File: src/rtl/triangle_wave_channel_unit_macros.svh
// Assertion macros for the triangle wave channel unit.
`ifndef TRIANGLE_WAVE_CHANNEL_UNIT_MACROS_SVH
`define TRIANGLE_WAVE_CHANNEL_UNIT_MACROS_SVH
`ifndef SYNTHESIS
// Checked on every clock edge outside reset
`define TWC_ASSERT(lbl, prop) \
	lbl: assert property (@(posedge clk) disable iff (!arst_n) (prop)) \
		else $error("triangle channel check failed");
// Checked on every clock edge, reset included
`define TWC_ASSERT_ALWAYS(lbl, prop) \
	lbl: assert property (@(posedge clk) (prop)) \
		else $error("triangle channel check failed");
`else
`define TWC_ASSERT(lbl, prop)
`define TWC_ASSERT_ALWAYS(lbl, prop)
`endif
`endif

File: src/rtl/twc_pkg.sv
// Shared types and constants of the triangle wave channel unit.
`timescale 1ns / 1ps
`default_nettype none
package twc_pkg;

	localparam int unsigned DIV_W    = 11;
	localparam int unsigned SEQ_W    = 5;
	localparam int unsigned LEVEL_W  = 4;
	localparam int unsigned LININ_W  = 7;
	localparam int unsigned COUNT_W  = 8;
	localparam int unsigned KIND_W   = 4;

	localparam logic [SEQ_W-1:0]   SEQUENCE_START    = 5'd0;
	localparam logic [DIV_W-1:0]   MIN_DIVIDER_RESET = 11'd2;
	localparam logic [COUNT_W-1:0] LINEAR_MAX        = 8'd128;

	// Input word kinds
	typedef enum logic [KIND_W-1:0] {
		KIND_TICK    = 4'd0,
		KIND_QUARTER = 4'd1,
		KIND_HALF    = 4'd2,
		KIND_ENABLE  = 4'd3,
		KIND_DIVIDER = 4'd4,
		KIND_LININIT = 4'd5,
		KIND_HALT    = 4'd6,
		KIND_LENGTH  = 4'd7,
		KIND_RELOAD  = 4'd8
	} kind_t;

	// Result word handed from the channel core to the output register
	typedef struct packed {
		logic [LEVEL_W-1:0] level;
		logic               silent;
	} twc_result_t;

endpackage
`default_nettype wire

File: src/rtl/twc_core.sv
// Triangle channel state: timer, sequencer, counters and the next result word.
`timescale 1ns / 1ps
`default_nettype none
`include "triangle_wave_channel_unit_macros.svh"
module twc_core import twc_pkg::*; (
	input  wire logic               clk,
	input  wire logic               arst_n,
	input  wire logic               cfg_write,
	input  wire logic [DIV_W-1:0]   cfg_data,
	input  wire logic               step,
	input  wire logic [KIND_W-1:0]  kind,
	input  wire logic [DIV_W-1:0]   value,
	output      twc_result_t        result
);

	logic [DIV_W-1:0]   min_div_q;
	logic [DIV_W-1:0]   timer_q,   timer_d;
	logic [SEQ_W-1:0]   seq_q,     seq_d;
	logic               enable_q,  enable_d;
	logic [DIV_W-1:0]   divider_q, divider_d;
	logic               halt_q,    halt_d;
	logic [LININ_W-1:0] lininit_q, lininit_d;
	logic [COUNT_W-1:0] linear_q,  linear_d;
	logic [COUNT_W-1:0] length_q,  length_d;
	logic               silent_cur;
	logic [COUNT_W-1:0] linear_dec;
	logic [COUNT_W-1:0] length_dec;

	// Silence on the state before the word acts
	assign silent_cur = !enable_q || (linear_q == '0) || (length_q == '0) ||
	                    (divider_q < min_div_q);

	// Counter decrements, held by halt or at zero
	assign linear_dec = (!halt_q && linear_q != '0) ? linear_q - 1'b1 : linear_q;
	assign length_dec = (!halt_q && length_q != '0) ? length_q - 1'b1 : length_q;

	// Next state for one word
	always_comb begin
		timer_d   = timer_q;
		seq_d     = seq_q;
		enable_d  = enable_q;
		divider_d = divider_q;
		halt_d    = halt_q;
		lininit_d = lininit_q;
		linear_d  = linear_q;
		length_d  = length_q;
		unique case (kind_t'(kind))
			KIND_TICK: begin
				if (timer_q == '0) begin
					timer_d = divider_q;
					if (!silent_cur)
						seq_d = seq_q + 1'b1;
				end else begin
					timer_d = timer_q - 1'b1;
				end
			end
			KIND_QUARTER: linear_d = linear_dec;
			KIND_HALF: begin
				linear_d = linear_dec;
				length_d = enable_q ? length_dec : '0;
			end
			KIND_ENABLE:  enable_d = value[0];
			KIND_DIVIDER: begin
				divider_d = value;
				timer_d   = value;
			end
			KIND_LININIT: lininit_d = value[LININ_W-1:0];
			KIND_HALT:    halt_d = value[0];
			KIND_LENGTH:  length_d = value[COUNT_W-1:0];
			KIND_RELOAD:  linear_d = {1'b0, lininit_q} + 1'b1;
			default: ;
		endcase
	end

	// Result after the word acts; level folds the index into down then up
	always_comb begin
		result.level  = seq_d[SEQ_W-1] ? seq_d[LEVEL_W-1:0] : ~seq_d[LEVEL_W-1:0];
		result.silent = !enable_d || (linear_d == '0) || (length_d == '0) ||
		                (divider_d < min_div_q);
	end

	// Configuration register
	always_ff @(posedge clk or negedge arst_n) begin
		if (!arst_n) begin
			min_div_q <= MIN_DIVIDER_RESET;
		end else if (cfg_write) begin
			min_div_q <= cfg_data;
		end
	end

	// Channel state, updated once per accepted word
	always_ff @(posedge clk or negedge arst_n) begin
		if (!arst_n) begin
			timer_q   <= '0;
			seq_q     <= SEQUENCE_START;
			enable_q  <= 1'b0;
			divider_q <= '0;
			halt_q    <= 1'b0;
			lininit_q <= '0;
			linear_q  <= '0;
			length_q  <= '0;
		end else if (step) begin
			timer_q   <= timer_d;
			seq_q     <= seq_d;
			enable_q  <= enable_d;
			divider_q <= divider_d;
			halt_q    <= halt_d;
			lininit_q <= lininit_d;
			linear_q  <= linear_d;
			length_q  <= length_d;
		end
	end

	// Sequence moves only on an accepted tick
	`TWC_ASSERT(a_seq_only_on_tick, !(step && kind == KIND_TICK) |=> $stable(seq_q))
	// The linear counter never exceeds LINEAR_MAX; a reload gives init+1, at most 128
	`TWC_ASSERT_ALWAYS(a_linear_bound, linear_q <= LINEAR_MAX)
	// A silent channel never steps the sequence
	`TWC_ASSERT(a_silent_holds, (step && silent_cur) |=> $stable(seq_q))

endmodule
`default_nettype wire

File: src/rtl/triangle_wave_channel_unit.sv
// Top level of the triangle wave channel unit with its output register.
// The result word of an accepted input word is registered and appears in the next cycle.
// Throughput: one word per cycle while in_stall is low; the output register frees up in the cycle it is taken.
// in_stall is high only while a result word waits and out_stall holds it.
// Reset (arst_n low, asynchronous) clears all channel state, sets min_divider to 2,
// and empties the output register.
`timescale 1ns / 1ps
`default_nettype none
`include "triangle_wave_channel_unit_macros.svh"
module triangle_wave_channel_unit import twc_pkg::*; (
	input  wire logic               clk,
	input  wire logic               arst_n,
	input  wire logic               cfg_write,
	input  wire logic [DIV_W-1:0]   cfg_data,
	input  wire logic               in_valid,
	output      logic               in_stall,
	input  wire logic [KIND_W-1:0]  kind,
	input  wire logic [DIV_W-1:0]   value,
	output      logic               out_valid,
	input  wire logic               out_stall,
	output      logic [LEVEL_W-1:0] level,
	output      logic               is_silent
);

	logic        out_valid_q;
	twc_result_t result_d;
	twc_result_t result_q;
	logic        in_accept;

	// Take a word unless a result is stuck in the output register
	assign in_stall  = out_valid_q && out_stall;
	assign in_accept = in_valid && !in_stall;

	twc_core u_core (
		.clk       (clk),
		.arst_n    (arst_n),
		.cfg_write (cfg_write),
		.cfg_data  (cfg_data),
		.step      (in_accept),
		.kind      (kind),
		.value     (value),
		.result    (result_d)
	);

	// Output register valid
	always_ff @(posedge clk or negedge arst_n) begin
		if (!arst_n) begin
			out_valid_q <= 1'b0;
		end else if (!in_stall) begin
			out_valid_q <= in_valid;
		end
	end

	// Output register payload
	always_ff @(posedge clk) begin
		if (in_accept)
			result_q <= result_d;
	end

	assign out_valid = out_valid_q;
	assign level     = result_q.level;
	assign is_silent = result_q.silent;

	// A fresh result word follows an accepted input word
	`TWC_ASSERT(a_out_from_accept, (out_valid && !$past(out_valid && out_stall)) |-> $past(in_valid && !in_stall))
	// No word is taken while a result waits under stall
	`TWC_ASSERT(a_no_overwrite, (out_valid_q && out_stall) |-> !in_accept)

endmodule
`default_nettype wire
File: config.mk
export PLATFORM = sky130hd
export DESIGN_NAME = triangle_wave_channel_unit
export DESIGN_NICKNAME = d
export VERILOG_FILES = /design/src/rtl/twc_pkg.sv /design/src/rtl/twc_core.sv /design/src/rtl/triangle_wave_channel_unit.sv
export VERILOG_INCLUDE_DIRS = /design/src /design/src/rtl
export SDC_FILE = /design/constraint.sdc
export NUM_CORES = 1
export LEC_CHECK = 0
export BUFFER_PORTS_ARGS = -buffer_cell sky130_fd_sc_hd__buf_4
export CAP_MARGIN = 15
export CORE_MARGIN = 2
export CORE_UTILIZATION = 41
export CTS_BUF_LIST = sky130_fd_sc_hd__clkbuf_8
export CTS_CLUSTER_DIAMETER = 40
export DETAILED_ROUTE_END_ITERATION = 10
export SKIP_CTS_REPAIR_TIMING = 1
export SLEW_MARGIN = 20
export SYNTH_ARGS = -nofsm -noshare
export SYNTH_HDL_FRONTEND = slang
export SYNTH_SLANG_ARGS = --single-unit
File: constraint.sdc
create_clock -name clk -period 5.6 [get_ports clk]
set_clock_uncertainty 0.05 [all_clocks]
set_input_delay 0 -clock clk [delete_from_list [all_inputs] [get_ports clk]]
set_output_delay 0 -clock clk [all_outputs]
set_load 0.005 [all_outputs]
==> results.cfg <==
[power_and_ir_drop]
power_uw = 1850
irDropWorstVdd_v = 0.000189
leakage_uw = 0.00242
power_density_nw_per_um2 = 333

[setup_path]
regToRegStartpoint = u_core.timer_q[0]$_DFFE_PN0P_
end_kind = flop
cp.required_ns = 5.64
path_common_cell = or4_4
cp-startpoint = u_core.timer_q[0]$_DFFE_PN0P_
crit_arrival_ns = 3.15
crit_type = flop to flop
cpPeakStageDelay_ns = 0.58
critical_path_peak_fanout = 9
startpoint_type = flop
cpMaxStageDelayCell = or4_4
crit_path_cell_trace = inv_1 > ha_1 > nand2b_4 > or4_4 > or4_4 > nor4_4 > o21a_1 > mux2i_1 > xor2_1

[finish]
final_nets = 641
post-route-util_pct = 51.6
antennaDiodeCount = 0
layout-area-overhead-vs-synth_pct = 23.7
stdcell_count = 728
final_layout_size_suffix_gt1_share_pct = 13.4

[clocking]
clk_transition_reported_paths_ns = 0.08
htreeDepth = 3
ctsRootBufferMaster = clkbuf_8
cts_sinks = 69
numCtsBuffers = 9
cts_tree = done
cts.path.max_buffers = 2
clk_latency_ns = 0.35

[sta]
worst_slew_pin_slew_ns = 0.881
slew_violations = 0
whs_ns = 0.0561
setup_tns_ns = 0
fin_crit_ns = 3.11
slew-limit-headroom_pct = 40.4
rsz0062_at_grt = no
finalSetupViolations = 0
fin_crit_sh_pct = 55.5
hold_violations = 0
fmax_mhz = 322

[logic_synthesis]
yosys.area.top_type = dfrtp_1
synth_seq_area_share_pct = 39.1
yosys_warnings = 0
synth_top_area_share_pct = 35.1
netlist_top_cells_area = dfrtp_1 (35%), ha_1 (7.5%), nand2_1 (7.1%)
ys.flop_type = dfrtp_1
postSynthCellCount = 506
ys_ff_latch = 69
postSynth.asyncResetShare_pct = 92.8
synthTopCellsByCount = nand2_1 (85), dfrtp_1 (63), o21ai_0 (47)
synth_edf_count = 5
synth_nets = 564
yosysMostFrequentCell = nand2_1
synth.distinct_cells = 62
syn_area_um2 = 4490
syn_area_per_cell_um2 = 8.86

[hold_path]
min_from = kind[3]
hp-class = input pin to flop

[place]
io_buffers = 37
gp_congestion = 0.914
hpwl_um = 8180
dpl.cell_count = 666

[global_route]
grt_antenna_before_repair = 0
grt_pass1_wl_um = 18600
grt.overflow.total = 0
grt_max_degree = 65
grt_usage_pct = 20.6
grt_pass1_vias = 3697

[run_status]
status = finished, final reports clean

[floorplan]
core_um2 = 10700
die_area_um2 = 11800
die_h_um = 109
rows = 38
ios = 38
initial_core_util_pct = 41.7
die_x_um = 109

[drt]
firstDrtPassIters = 4
viasPerCell = 5.45
drtIter0Drc = 206
vias = 3968
ant_nets = 0
drt-wirelength-per-cell_um = 15.8
drc = 0
routed_wl_um = 11500

[job]
drv_cap = 0
-- cells by family after synthesis --
family	Yosys count	share of synthesized area [%]
compound gates	138	19.9
fa+ha+maj	27	7.53
xor+xnor	17	3.32
buf+inv	46	4.18
flops	69	39.1
mux	19	4.60
simple gates	190	21.4
-- power breakdown --
| group | leakage (uW) | internal [uW] | switching, uW |
|---|---|---|---|
| Sequential | 0.000829 | 620 | 136 |
| Clock | 0.000107 | 227 | 192 |
| Combinational | 0.00149 | 309 | 364 |
-- state kept, by name (all words and copies together) (netlist names) --
signal and flops:
u_core.enable_q 1, u_core.divider_q 11, u_core.length_q 8, u_core.linear_q 8, out_valid 1, is_silent 1, u_core.lininit_q 7, u_core.seq_q 5
u_core.min_div_q 11, level 4, u_core.timer_q 11, u_core.halt_q 1
-- cells in the final DEF, fill, tap and decap left out, types with 6 or more instances in the layout --
cell / Yosys / layout
a211oi_1: 6 / 6
a21oi_1: 21 / 21
a31oi_1: 14 / 14
buf_4: 0 / 42
clkbuf_8: 0 / 11
dfrtp_1: 63 / 63
dlygate4sd3_1: 0 / 46
ha_1: 27 / 27
inv_1: 24 / 25
mux2_2: 13 / 13
mux2i_1: 6 / 6
nand2_1: 85 / 85
nand3_1: 12 / 12
nor2_1: 30 / 30
nor3_1: 8 / 8
o211ai_1: 6 / 6
o21ai_0: 47 / 47
or3_1: 6 / 6
xnor2_1: 6 / 6
xor2_1: 11 / 11
-- final cells by class --
cell class / count / area (um2)
clock buffers: 11 / 151
clock inverters: 5 / 51.3
fillers: 1051 / 5200
inverters: 24 / 90.1
multi-input cells: 391 / 2550
flip-flops and latches: 69 / 1750
well taps: 140 / 175
repair buffers: 88 / 776
-- layer usage --
metal	wire [um]	track usage, %	vias up	part of all wire, %
met5	0	0	-	0
met4	113	3.85	0	0.98
met3	462	5.00	8	4.0
met2	5590	35.3	54	48
met1	5380	26.5	1906	47
li1	-	-	2000	-
-- metrics by stage --
stage                     setup slack (ns)  instance area (um2)
final                                 2.49                 5550
after global placement                2.57                 4880
after CTS                             2.47                 5090
after global routing                  2.31                 5550
after detailed placement              2.49                 4880
after floorplan                       2.58                 4490
-- critical path: cells and delay by family, from the launching register on --
kind / cells / cell delay [ns]
XOR/XNOR: 1 / 0.09
adder cells (fa/ha/maj): 1 / 0.21
flip-flops: 1 / 0.43
multiplexers: 1 / 0.23
AND/OR/NAND/NOR: 4 / 1.53
AO/OA/AOI/OAI: 1 / 0.23
buffers and inverters: 1 / 0.08
-- final timing paths --
path                                                   end  slack (ns)  cells after the start
max                                     level[1]$_DFFE_PP_        2.49                      9
max reg2reg                             level[1]$_DFFE_PP_        2.49                      9
min reg2reg                u_core.divider_q[6]$_DFFE_PN0P_        0.47                      2
min in group asynchronous   u_core.linear_q[4]$_DFFE_PN0P_        0.22                      2
min                              u_core.halt_q$_DFFE_PN0P_        0.06                      4
max in group asynchronous    u_core.timer_q[6]$_DFFE_PN0P_        4.69                      2
(Power assumes the default switching activity.)
